<file path="src/rtl/sha1bsh_pkg.sv">
// shared constants, types and command/status structs of the sha-1 byte stream hasher
`timescale 1ns / 1ps
`default_nettype none
package sha1bsh_pkg;

   localparam int WORD_W      = 32;
   localparam int BYTE_W      = 8;
   localparam int BLOCK_BYTES = 64;
   localparam int BLOCK_WORDS = 16;
   localparam int POS_W       = $clog2(BLOCK_BYTES);
   localparam int ROUNDS      = 80;
   localparam int ROUND_W     = $clog2(ROUNDS);
   localparam int CHAIN_WORDS = 5;
   localparam int INDEX_W     = 3;
   localparam int TOTAL_W     = 61;
   localparam int LEN_W       = 64;
   localparam int LEN_POS     = 56;

   typedef logic [WORD_W-1:0] word_type;
   typedef logic [BYTE_W-1:0] byte_type;

   localparam byte_type PAD_HEAD = 8'h80;

   localparam word_type H_INIT [CHAIN_WORDS] = '{
      32'h67452301, 32'hEFCDAB89, 32'h98BADCFE, 32'h10325476, 32'hC3D2E1F0
   };

   localparam word_type K_TAB [4] = '{
      32'h5A827999, 32'h6ED9EBA1, 32'h8F1BBCDC, 32'hCA62C1D6
   };

   // request type codes
   localparam logic REQ_DATA   = 1'b0;
   localparam logic REQ_FINISH = 1'b1;

   // source of the byte written into the block buffer
   typedef enum logic [1:0] {
      SEL_DATA,
      SEL_HEAD,
      SEL_ZERO,
      SEL_LEN
   } byte_sel_type;

   typedef struct packed {
      logic         byte_we;
      byte_sel_type byte_sel;
      logic         count_total;
      logic         load_work;
      logic         round_en;
      logic         final_add;
      logic         emit_next;
   } dp_cmd_type;

   typedef struct packed {
      logic [POS_W-1:0] pos;
      logic             round_last;
      logic             word_last;
   } dp_status_type;

endpackage
`default_nettype wire

</file>
<file path="src/rtl/sha1bsh_if.sv">
// valid/ready channel interfaces for requests and digest words
`timescale 1ns / 1ps
`default_nettype none
interface sha1bsh_req_if;
   import sha1bsh_pkg::*;

   logic     valid;
   logic     ready;
   logic     req_type;
   byte_type data_byte;

   modport source (output valid, output req_type, output data_byte, input ready);
   modport sink   (input valid, input req_type, input data_byte, output ready);
endinterface

interface sha1bsh_rsp_if;
   import sha1bsh_pkg::*;

   logic               valid;
   logic               ready;
   word_type           digest_word;
   logic [INDEX_W-1:0] word_index;
   logic               last_word;

   modport source (output valid, output digest_word, output word_index, output last_word,
                   input ready);
   modport sink   (input valid, input digest_word, input word_index, input last_word,
                   output ready);
endinterface
`default_nettype wire

</file>
<file path="src/rtl/sha1bsh_datapath.sv">
// block buffer, message schedule, round unit, chaining words and counters
`timescale 1ns / 1ps
`default_nettype none
module sha1bsh_datapath (
   input  wire                          clock,
   input  wire                          reset,
   input  sha1bsh_pkg::dp_cmd_type      cmd,
   input  sha1bsh_pkg::byte_type        data_byte,
   output sha1bsh_pkg::dp_status_type   status,
   output sha1bsh_pkg::word_type        digest_word,
   output logic [sha1bsh_pkg::INDEX_W-1:0] word_index,
   output logic                         last_word
);
   import sha1bsh_pkg::*;

   function automatic word_type rotl(word_type v, int n);
      return (v << n) | (v >> (WORD_W - n));
   endfunction

   word_type               chain_ff [CHAIN_WORDS];
   word_type               work_ff  [CHAIN_WORDS];
   word_type               sched_ff [BLOCK_WORDS];
   logic [TOTAL_W-1:0]     total_ff;
   logic [POS_W-1:0]       pos_ff;
   logic [ROUND_W-1:0]     round_ff;
   logic [INDEX_W-1:0]     idx_ff;

   logic [LEN_W-1:0]       bit_len;
   byte_type               len_byte;
   byte_type               byte_in;
   logic [1:0]             group;
   word_type               f_val;
   word_type               t_val;
   word_type               w_next;
   logic                   idx_last;

   assign bit_len  = {total_ff, 3'b000};
   // length bytes go out most significant first at positions 56..63
   assign len_byte = bit_len[{~pos_ff[2:0], 3'b000} +: BYTE_W];

   always_comb begin
      unique case (cmd.byte_sel)
         SEL_DATA: byte_in = data_byte;
         SEL_HEAD: byte_in = PAD_HEAD;
         SEL_ZERO: byte_in = '0;
         SEL_LEN:  byte_in = len_byte;
         default:  byte_in = '0;
      endcase
   end

   always_comb begin
      if (round_ff < ROUND_W'(20))      group = 2'd0;
      else if (round_ff < ROUND_W'(40)) group = 2'd1;
      else if (round_ff < ROUND_W'(60)) group = 2'd2;
      else                              group = 2'd3;
   end

   always_comb begin
      unique case (group)
         2'd0:    f_val = (work_ff[1] & work_ff[2]) | (~work_ff[1] & work_ff[3]);
         2'd2:    f_val = (work_ff[1] & work_ff[2]) | (work_ff[1] & work_ff[3])
                          | (work_ff[2] & work_ff[3]);
         default: f_val = work_ff[1] ^ work_ff[2] ^ work_ff[3];
      endcase
   end

   assign t_val  = rotl(work_ff[0], 5) + f_val + work_ff[4] + K_TAB[group] + sched_ff[0];
   assign w_next = rotl(sched_ff[13] ^ sched_ff[8] ^ sched_ff[2] ^ sched_ff[0], 1);

   assign idx_last = (idx_ff == INDEX_W'(CHAIN_WORDS - 1));

   // control counters and chaining words
   always_ff @(posedge clock) begin
      if (reset) begin
         for (int i = 0; i < CHAIN_WORDS; i++) chain_ff[i] <= H_INIT[i];
         total_ff <= '0;
         pos_ff   <= '0;
         round_ff <= '0;
         idx_ff   <= '0;
      end else begin
         if (cmd.byte_we)     pos_ff   <= pos_ff + POS_W'(1);
         if (cmd.count_total) total_ff <= total_ff + TOTAL_W'(1);
         if (cmd.load_work)     round_ff <= '0;
         else if (cmd.round_en) round_ff <= round_ff + ROUND_W'(1);
         if (cmd.final_add) begin
            for (int i = 0; i < CHAIN_WORDS; i++) chain_ff[i] <= chain_ff[i] + work_ff[i];
         end
         if (cmd.emit_next) begin
            if (idx_last) begin
               idx_ff   <= '0;
               total_ff <= '0;
               for (int i = 0; i < CHAIN_WORDS; i++) chain_ff[i] <= H_INIT[i];
            end else begin
               idx_ff <= idx_ff + INDEX_W'(1);
            end
         end
      end
   end

   // block buffer doubles as the 16-word schedule window
   always_ff @(posedge clock) begin
      if (cmd.byte_we) begin
         for (int i = 0; i < BLOCK_WORDS - 1; i++) begin
            sched_ff[i] <= {sched_ff[i][WORD_W-BYTE_W-1:0], sched_ff[i+1][WORD_W-1 -: BYTE_W]};
         end
         sched_ff[BLOCK_WORDS-1] <= {sched_ff[BLOCK_WORDS-1][WORD_W-BYTE_W-1:0], byte_in};
      end else if (cmd.round_en) begin
         for (int i = 0; i < BLOCK_WORDS - 1; i++) sched_ff[i] <= sched_ff[i+1];
         sched_ff[BLOCK_WORDS-1] <= w_next;
      end
   end

   always_ff @(posedge clock) begin
      if (cmd.load_work) begin
         for (int i = 0; i < CHAIN_WORDS; i++) work_ff[i] <= chain_ff[i];
      end else if (cmd.round_en) begin
         work_ff[0] <= t_val;
         work_ff[1] <= work_ff[0];
         work_ff[2] <= rotl(work_ff[1], 30);
         work_ff[3] <= work_ff[2];
         work_ff[4] <= work_ff[3];
      end
   end

   assign status.pos        = pos_ff;
   assign status.round_last = (round_ff == ROUND_W'(ROUNDS - 1));
   assign status.word_last  = idx_last;

   assign digest_word = chain_ff[idx_ff];
   assign word_index  = idx_ff;
   assign last_word   = idx_last;

endmodule
`default_nettype wire

</file>
<file path="src/rtl/sha1bsh_ctrl.sv">
// sequencer for byte intake, padding, compression rounds and digest output
`timescale 1ns / 1ps
`default_nettype none
module sha1bsh_ctrl (
   input  wire                         clock,
   input  wire                         reset,
   input  wire                         req_valid,
   input  wire                         req_type,
   output logic                        req_ready,
   input  wire                         rsp_ready,
   output logic                        rsp_valid,
   output sha1bsh_pkg::dp_cmd_type     cmd,
   input  sha1bsh_pkg::dp_status_type  status
);
   import sha1bsh_pkg::*;

   typedef enum logic [2:0] {
      ST_IDLE,
      ST_PAD_HEAD,
      ST_PAD_ZERO,
      ST_PAD_LEN,
      ST_ROUND,
      ST_FINAL,
      ST_EMIT
   } state_type;

   state_type state_ff, state_in;
   state_type resume_ff, resume_in;
   logic      req_ready_ff;
   logic      rsp_valid_ff;
   logic      pos_last;
   logic      pos_pre_len;

   assign pos_last    = (status.pos == POS_W'(BLOCK_BYTES - 1));
   assign pos_pre_len = (status.pos == POS_W'(LEN_POS - 1));

   always_comb begin
      state_in  = state_ff;
      resume_in = resume_ff;
      cmd       = '0;
      cmd.byte_sel = SEL_DATA;
      unique case (state_ff)
         ST_IDLE: begin
            if (req_valid && req_ready_ff) begin
               if (req_type == REQ_DATA) begin
                  cmd.byte_we     = 1'b1;
                  cmd.count_total = 1'b1;
                  if (pos_last) begin
                     cmd.load_work = 1'b1;
                     state_in      = ST_ROUND;
                     resume_in     = ST_IDLE;
                  end
               end else begin
                  state_in = ST_PAD_HEAD;
               end
            end
         end
         ST_PAD_HEAD: begin
            cmd.byte_we  = 1'b1;
            cmd.byte_sel = SEL_HEAD;
            if (pos_last) begin
               cmd.load_work = 1'b1;
               state_in      = ST_ROUND;
               resume_in     = ST_PAD_ZERO;
            end else if (pos_pre_len) begin
               state_in = ST_PAD_LEN;
            end else begin
               state_in = ST_PAD_ZERO;
            end
         end
         ST_PAD_ZERO: begin
            cmd.byte_we  = 1'b1;
            cmd.byte_sel = SEL_ZERO;
            if (pos_last) begin
               cmd.load_work = 1'b1;
               state_in      = ST_ROUND;
               resume_in     = ST_PAD_ZERO;
            end else if (pos_pre_len) begin
               state_in = ST_PAD_LEN;
            end
         end
         ST_PAD_LEN: begin
            cmd.byte_we  = 1'b1;
            cmd.byte_sel = SEL_LEN;
            if (pos_last) begin
               cmd.load_work = 1'b1;
               state_in      = ST_ROUND;
               resume_in     = ST_EMIT;
            end
         end
         ST_ROUND: begin
            cmd.round_en = 1'b1;
            if (status.round_last) state_in = ST_FINAL;
         end
         ST_FINAL: begin
            cmd.final_add = 1'b1;
            state_in      = resume_ff;
         end
         ST_EMIT: begin
            if (rsp_valid_ff && rsp_ready) begin
               cmd.emit_next = 1'b1;
               if (status.word_last) state_in = ST_IDLE;
            end
         end
         default: state_in = ST_IDLE;
      endcase
   end

   always_ff @(posedge clock) begin
      if (reset) begin
         state_ff     <= ST_IDLE;
         resume_ff    <= ST_IDLE;
         req_ready_ff <= 1'b0;
         rsp_valid_ff <= 1'b0;
      end else begin
         state_ff     <= state_in;
         resume_ff    <= resume_in;
         req_ready_ff <= (state_in == ST_IDLE);
         rsp_valid_ff <= (state_in == ST_EMIT);
      end
   end

   assign req_ready = req_ready_ff;
   assign rsp_valid = rsp_valid_ff;

   a_ready_only_idle: assert property (@(posedge clock) disable iff (reset)
      req_ready_ff |-> state_ff == ST_IDLE)
      else $error("request ready outside idle");

   a_valid_tracks_emit: assert property (@(posedge clock) disable iff (reset)
      rsp_valid_ff == (state_ff == ST_EMIT))
      else $error("response valid out of step with emit state");

   a_final_after_round: assert property (@(posedge clock) disable iff (reset)
      state_ff == ST_FINAL |-> $past(state_ff) == ST_ROUND)
      else $error("chaining update without rounds");

   a_compress_on_full: assert property (@(posedge clock) disable iff (reset)
      cmd.load_work |-> pos_last && cmd.byte_we)
      else $error("compression started on a partial block");

endmodule
`default_nettype wire

</file>
<file path="src/rtl/sha1_byte_stream_hasher.sv">
// top level of the sha-1 byte stream hasher: sequencer plus datapath
`timescale 1ns / 1ps
`default_nettype none
// usage
//  - req_chan carries one transaction per message byte (req_type 0, data_byte)
//    or a finish transaction (req_type 1, data_byte ignored)
//  - rsp_chan returns the 160-bit digest as five 32-bit words, word_index 0..4,
//    last_word set on the fifth; the words come only after a finish
//  - data bytes are taken back to back while idle; the 64th byte of a block
//    also starts the compression: 80 rounds at one round per cycle on a single
//    round unit, then the chaining add, and req_chan.ready stays low until that
//    add is done, so that byte holds off the next one
//  - a finish leads into padding, one padding byte per cycle outside the
//    compressions, up to the end of the length field (64 - pos bytes when pos
//    < 56, else 128 - pos), one compression per filled block, one or two blocks;
//    the first digest word is shown the cycle after the last chaining add
//  - digest words leave one per cycle while rsp_chan.ready is high; a stall
//    holds the current word; the next message can start once the fifth word
//    is taken, with the chaining words reloaded and the length cleared
//  - the block works on one transaction at a time: req_chan.ready is high only
//    while idle
//  - synchronous reset restores the initial chaining values and a zero length;
//    no clearing pass is needed
module sha1_byte_stream_hasher (
   input  wire clock,
   input  wire reset,
   sha1bsh_req_if.sink   req_chan,
   sha1bsh_rsp_if.source rsp_chan
);
   import sha1bsh_pkg::*;

   dp_cmd_type    cmd;
   dp_status_type status;

   // sequencer: decides which byte goes into the block and when to compress
   sha1bsh_ctrl u_ctrl (
      .clock     (clock),
      .reset     (reset),
      .req_valid (req_chan.valid),
      .req_type  (req_chan.req_type),
      .req_ready (req_chan.ready),
      .rsp_ready (rsp_chan.ready),
      .rsp_valid (rsp_chan.valid),
      .cmd       (cmd),
      .status    (status)
   );

   // datapath: byte buffer, schedule, round unit, chaining words
   sha1bsh_datapath u_datapath (
      .clock       (clock),
      .reset       (reset),
      .cmd         (cmd),
      .data_byte   (req_chan.data_byte),
      .status      (status),
      .digest_word (rsp_chan.digest_word),
      .word_index  (rsp_chan.word_index),
      .last_word   (rsp_chan.last_word)
   );

endmodule
`default_nettype wire
</file>
<file path="src/flat_wrapper.sv">
// flat-port wrapper written by rule: the top's interface ports become plain ports
module sha1_byte_stream_hasher_flat import sha1bsh_pkg::*;
  (clock, reset, req_chan_valid, req_chan_req_type, req_chan_data_byte, req_chan_ready, rsp_chan_valid, rsp_chan_digest_word, rsp_chan_word_index, rsp_chan_last_word, rsp_chan_ready);
  sha1bsh_req_if req_chan_i ();
  sha1bsh_rsp_if rsp_chan_i ();
  input  wire clock;
  input  wire reset;
  input wire logic [$bits(req_chan_i.valid)-1:0] req_chan_valid;
  input wire logic [$bits(req_chan_i.req_type)-1:0] req_chan_req_type;
  input wire logic [$bits(req_chan_i.data_byte)-1:0] req_chan_data_byte;
  output wire logic [$bits(req_chan_i.ready)-1:0] req_chan_ready;
  output wire logic [$bits(rsp_chan_i.valid)-1:0] rsp_chan_valid;
  output wire logic [$bits(rsp_chan_i.digest_word)-1:0] rsp_chan_digest_word;
  output wire logic [$bits(rsp_chan_i.word_index)-1:0] rsp_chan_word_index;
  output wire logic [$bits(rsp_chan_i.last_word)-1:0] rsp_chan_last_word;
  input wire logic [$bits(rsp_chan_i.ready)-1:0] rsp_chan_ready;
  assign req_chan_i.valid = req_chan_valid;
  assign req_chan_i.req_type = req_chan_req_type;
  assign req_chan_i.data_byte = req_chan_data_byte;
  assign req_chan_ready = req_chan_i.ready;
  assign rsp_chan_valid = rsp_chan_i.valid;
  assign rsp_chan_digest_word = rsp_chan_i.digest_word;
  assign rsp_chan_word_index = rsp_chan_i.word_index;
  assign rsp_chan_last_word = rsp_chan_i.last_word;
  assign rsp_chan_i.ready = rsp_chan_ready;
  sha1_byte_stream_hasher u_core (.clock(clock), .reset(reset), .req_chan(req_chan_i), .rsp_chan(rsp_chan_i));
endmodule
</file>
<file path="config.mk">
export PLATFORM = sky130hd
export DESIGN_NAME = sha1_byte_stream_hasher_flat
export DESIGN_NICKNAME = d
export VERILOG_FILES = /design/src/rtl/sha1bsh_pkg.sv /design/src/rtl/sha1bsh_if.sv /design/src/rtl/sha1bsh_datapath.sv /design/src/rtl/sha1bsh_ctrl.sv /design/src/rtl/sha1_byte_stream_hasher.sv /design/src/flat_wrapper.sv
export SDC_FILE = /design/constraint.sdc
export NUM_CORES = 2
export LEC_CHECK = 0
export BUFFER_PORTS_ARGS = -buffer_cell sky130_fd_sc_hd__buf_2
export CORE_MARGIN = 3
export CORE_UTILIZATION = 60
export CTS_BUF_LIST = sky130_fd_sc_hd__clkbuf_2 sky130_fd_sc_hd__clkbuf_4 sky130_fd_sc_hd__clkbuf_8
export DETAILED_ROUTE_END_ITERATION = 8
export GPL_TIMING_DRIVEN = 1
export PLACE_DENSITY = 0.77
export SKIP_CTS_REPAIR_TIMING = 1
export SYNTH_ARGS = -nofsm -noshare
export SYNTH_HDL_FRONTEND = slang
export SYNTH_HIERARCHICAL = 1
export SYNTH_SLANG_ARGS = --single-unit
</file>
<file path="constraint.sdc">
create_clock -name clock -period 18 [get_ports clock]
set_clock_uncertainty 0.15 [all_clocks]
set_input_delay 0.9 -clock clock [delete_from_list [all_inputs] [get_ports clock]]
set_output_delay 0.9 -clock clock [all_outputs]
set_load 0.01 [all_outputs]
</file>
==> impl_metrics.csv <==
group,metric,value,unit
route,dr_total_vias,36500,
sta,layout_setup_ws,11.44,ns
clocking,htree_levels,4,
place,place_congestion,0.954,
floorplan,fp.dieW,302,um
logic_synthesis,yosysSeqAreaShare,0.478,
sta,setup_viol,0,
floorplan,die-area,0.0912,mm^2
clocking,cts_buffers,157,
logic_synthesis,avgSynthCellArea,11.4,um^2
grt,grt_max_degree,208,
logic_synthesis,ys.flop_type,"edfxtp_1",
finish,drive_gt1_frac,0.199,
route,dr.pass1.iters,6,
critical_path,path_class,"register to register",
floorplan,core,0.0861,mm^2
critical_path,crit_top_cell,"fa_1",
clocking,insertion_delay,0.82,ns
grt,track_usage,0.279,
sta,rsz0062_at_grt,"false",
power_and_ir_drop,p_total,4.69,mW
place,pre_cts_slack,11.58,ns
critical_path,cp_max_fo,11,
logic_synthesis,ys_top_cells_by_area,"edfxtp_1 (38%), mux2_2 (11%), dfxtp_1 (9.4%)",
finish,fin_nets,5020,
logic_synthesis,syn_area,0.0526,mm^2
clocking,cts.clk_slew.worst_paths,0.07,ns
route,via_per_inst,6.12,
clocking,root_buffer,"clkbuf_8",
power_and_ir_drop,p_leak,21.4,nW
sta,holdWs,0.327,ns
logic_synthesis,syn_inst,4632,
critical_path,critPathTopFamily,"adder cells",
route,drc,0,
grt,grt_pass1_wl,199,mm
critical_path,cpMaxStageDelayCell,"fa_1",
clocking,cts_tree,"done",
outcome,status,"complete, no violations",
route,wl,127,mm
route,ant_nets,0,
route,wl_per_cell,21.3,um
floorplan,die_y,302,um
floorplan,placementRows,107,
logic_synthesis,postSynth.asyncResetShare,0,
logic_synthesis,ys_warn_count,6,
logic_synthesis,synth_edf_count,672,
logic_synthesis,synth_top_area_frac,0.384,
critical_path,max_stage_delay,0.51,ns
critical_path,arrival,6.93,ns
sta,final.setup.tns,0,ns
sta,timing_hold_violations_final,0,
power_and_ir_drop,power-per-cell-area,82.1,mW/mm^2
clocking,clockBufferDepth,3,
logic_synthesis,synth_fp_nets,4966,
sta,slew_headroom,0.256,
finish,area_growth,8.58,%
power_and_ir_drop,ir_drop,73.8,uV
place,detailed_place_hpwl,87.8,mm
sta,worst_pin_slew,1.12,ns
logic_synthesis,yosysUniqueCellTypes,104,
clocking,cts_sinks,919,
logic_synthesis,ys_ff_latch,919,
critical_path,worstSetupEndpointType,"register",
route,drt-initial-drc-count,3559,
place,numPortBuffers,50,
hold_path,hold_path_class,"input port to register",
grt,grt_overflow,0,
critical_path,critPathBufInv,3,
grt,antenna_found_initial,4,
sta,fin_crit_sh,0.364,
critical_path,start_kind,"register",
grt,grt_pass1_vias,35600,
critical_path,crit_chain,"nand4_1 -> nor2b_1 -> nand2_1 -> o221a_2 -> fa_1 -> inv_1 -> fa_1 -> fa_1 -> inv_1 -> ha_1 -> inv_1 -> fa_1 -> nor2b_1 -> o21ai_1 -> a21boi_1 -> o31ai_1 -> a211oi_1 -> o21bai_1 -> nand2_1 -> o221ai_1 -> xor2_1 -> o21ai_0",
floorplan,initial_core_util,0.611,
finish,fillCellCount,6452,
sta,fin_crit,6.56,ns
sta,slew_violations,0,
logic_synthesis,yosysTopAreaCell,"edfxtp_1",
finish,fin_util,0.663,
job,maxCapViolCount,0,
sta,fmax,153,MHz
critical_path,required,18.38,ns
floorplan,boundaryPins,51,
flip-flops by register name, summed over array words and instances, names as in the netlist, named ones only:
name                          cells
u_core/u_ctrl/state_ff            3
u_core/u_datapath/work_ff       160
u_core/u_ctrl/rsp_valid           1
u_core/u_datapath/total_ff       61
u_core/u_ctrl/req_ready           1
u_core/u_datapath/round_ff        7
u_core/u_datapath/pos_ff          6
u_core/u_datapath/chain_ff      160
u_core/u_datapath/word_index      3
u_core/u_datapath/sched_ff      512
u_core/u_ctrl/resume_ff           2
report_power, final:
part | leakage [nW] | internal [mW] | switching [mW]
clock network | 1.68 | 1.02 | 0.897
logic | 11.6 | 0.141 | 0.172
registers | 8.13 | 2.40 | 0.0593
path summary, 6_finish.rpt:
path	start	endpoint	slack (ns)	cells past startpoint
max	u_core/u_datapath/round_ff[5]	u_core/u_datapath/work_ff[0][25]	11.44	22
min	reset	u_core/u_datapath/pos_ff[0]	0.33	2
max reg2reg	u_core/u_datapath/round_ff[5]	u_core/u_datapath/work_ff[0][25]	11.44	22
min reg2reg	u_core/u_datapath/total_ff[18]	u_core/u_datapath/total_ff[18]	0.34	2
routing by layer:
metal	global-route usage	wire length, um
met1	0.394	54700
met2	0.436	58500
met3	0.0494	9650
met4	0.100	4020
met5	0	0
cell usage after synthesis, types with 16 or more instances:
| master | number |
|---|---|
| o21bai_1 | 25 |
| and3_1 | 27 |
| nand2_1 | 657 |
| nor3_1 | 39 |
| nor2_1 | 278 |
| a21oi_1 | 191 |
| o21a_1 | 20 |
| nand3_1 | 66 |
| o21ai_0 | 203 |
| mux4_2 | 41 |
| and2_1 | 16 |
| clkbuf_1 | 164 |
| o21ai_1 | 20 |
| a31oi_1 | 29 |
| nor2b_1 | 27 |
| a21o_1 | 92 |
| fa_1 | 125 |
| edfxtp_1 | 672 |
| a211oi_1 | 27 |
| mux2_2 | 495 |
| ha_1 | 196 |
| xnor2_1 | 208 |
| inv_1 | 212 |
| xor2_1 | 111 |
| o211ai_1 | 16 |
| or3_1 | 24 |
| o221a_2 | 19 |
| mux2i_1 | 108 |
| dfxtp_1 | 247 |
| o221ai_1 | 16 |
| buf_1 | 23 |
| nand2b_1 | 22 |
| nand4_1 | 43 |
layout make-up:
cell class | count | area, um^2 | share of cell area
antenna | 1 | 2.50 | 0.0000438
clock buffer | 224 | 2730 | 0.0478
clock inverter | 67 | 450 | 0.00789
inverter | 213 | 800 | 0.0140
multi-input combinational | 3308 | 26000 | 0.455
sequential | 919 | 25100 | 0.440
tap | 1144 | 1430 | 0.0251
timing repair buffer | 87 | 553 | 0.00969
stage by stage:
step,instances,instance area (um^2)
2_1_floorplan,4632,52600
4_1_cts,5962,57100
3_3_place_gp,5671,53900
6_report,5963,57100
5_1_grt,5963,57100
3_5_place_dp,5671,53900
cell usage in the layout, fill, tap and decap left out, types with 35 or more instances in the layout:
cell type,n
nor3_1,38
ha_1,196
inv_1,211
buf_4,35
buf_2,50
a21o_1,91
xor2_1,111
o21ai_0,203
clkbuf_4,57
mux4_2,41
mux2_2,495
nor2_1,278
a21oi_1,189
clkinv_1,38
xnor2_1,208
mux2i_1,108
nand4_1,43
dfxtp_1,246
nand2_1,657
fa_1,125
clkbuf_8,167
nand3_1,66
edfxtp_1,672
logic make-up after synthesis:
group,after synthesis,synth area share
adders and majority gates,321,0.0942
xor gates and xnor gates,319,0.0531
AOI/OAI and AO/OA,761,0.0957
DFF,919,0.478
and+or+nand+nor,1263,0.106
buffers and inverters,405,0.0291
muxes,644,0.144
(Power assumes the default switching activity.)
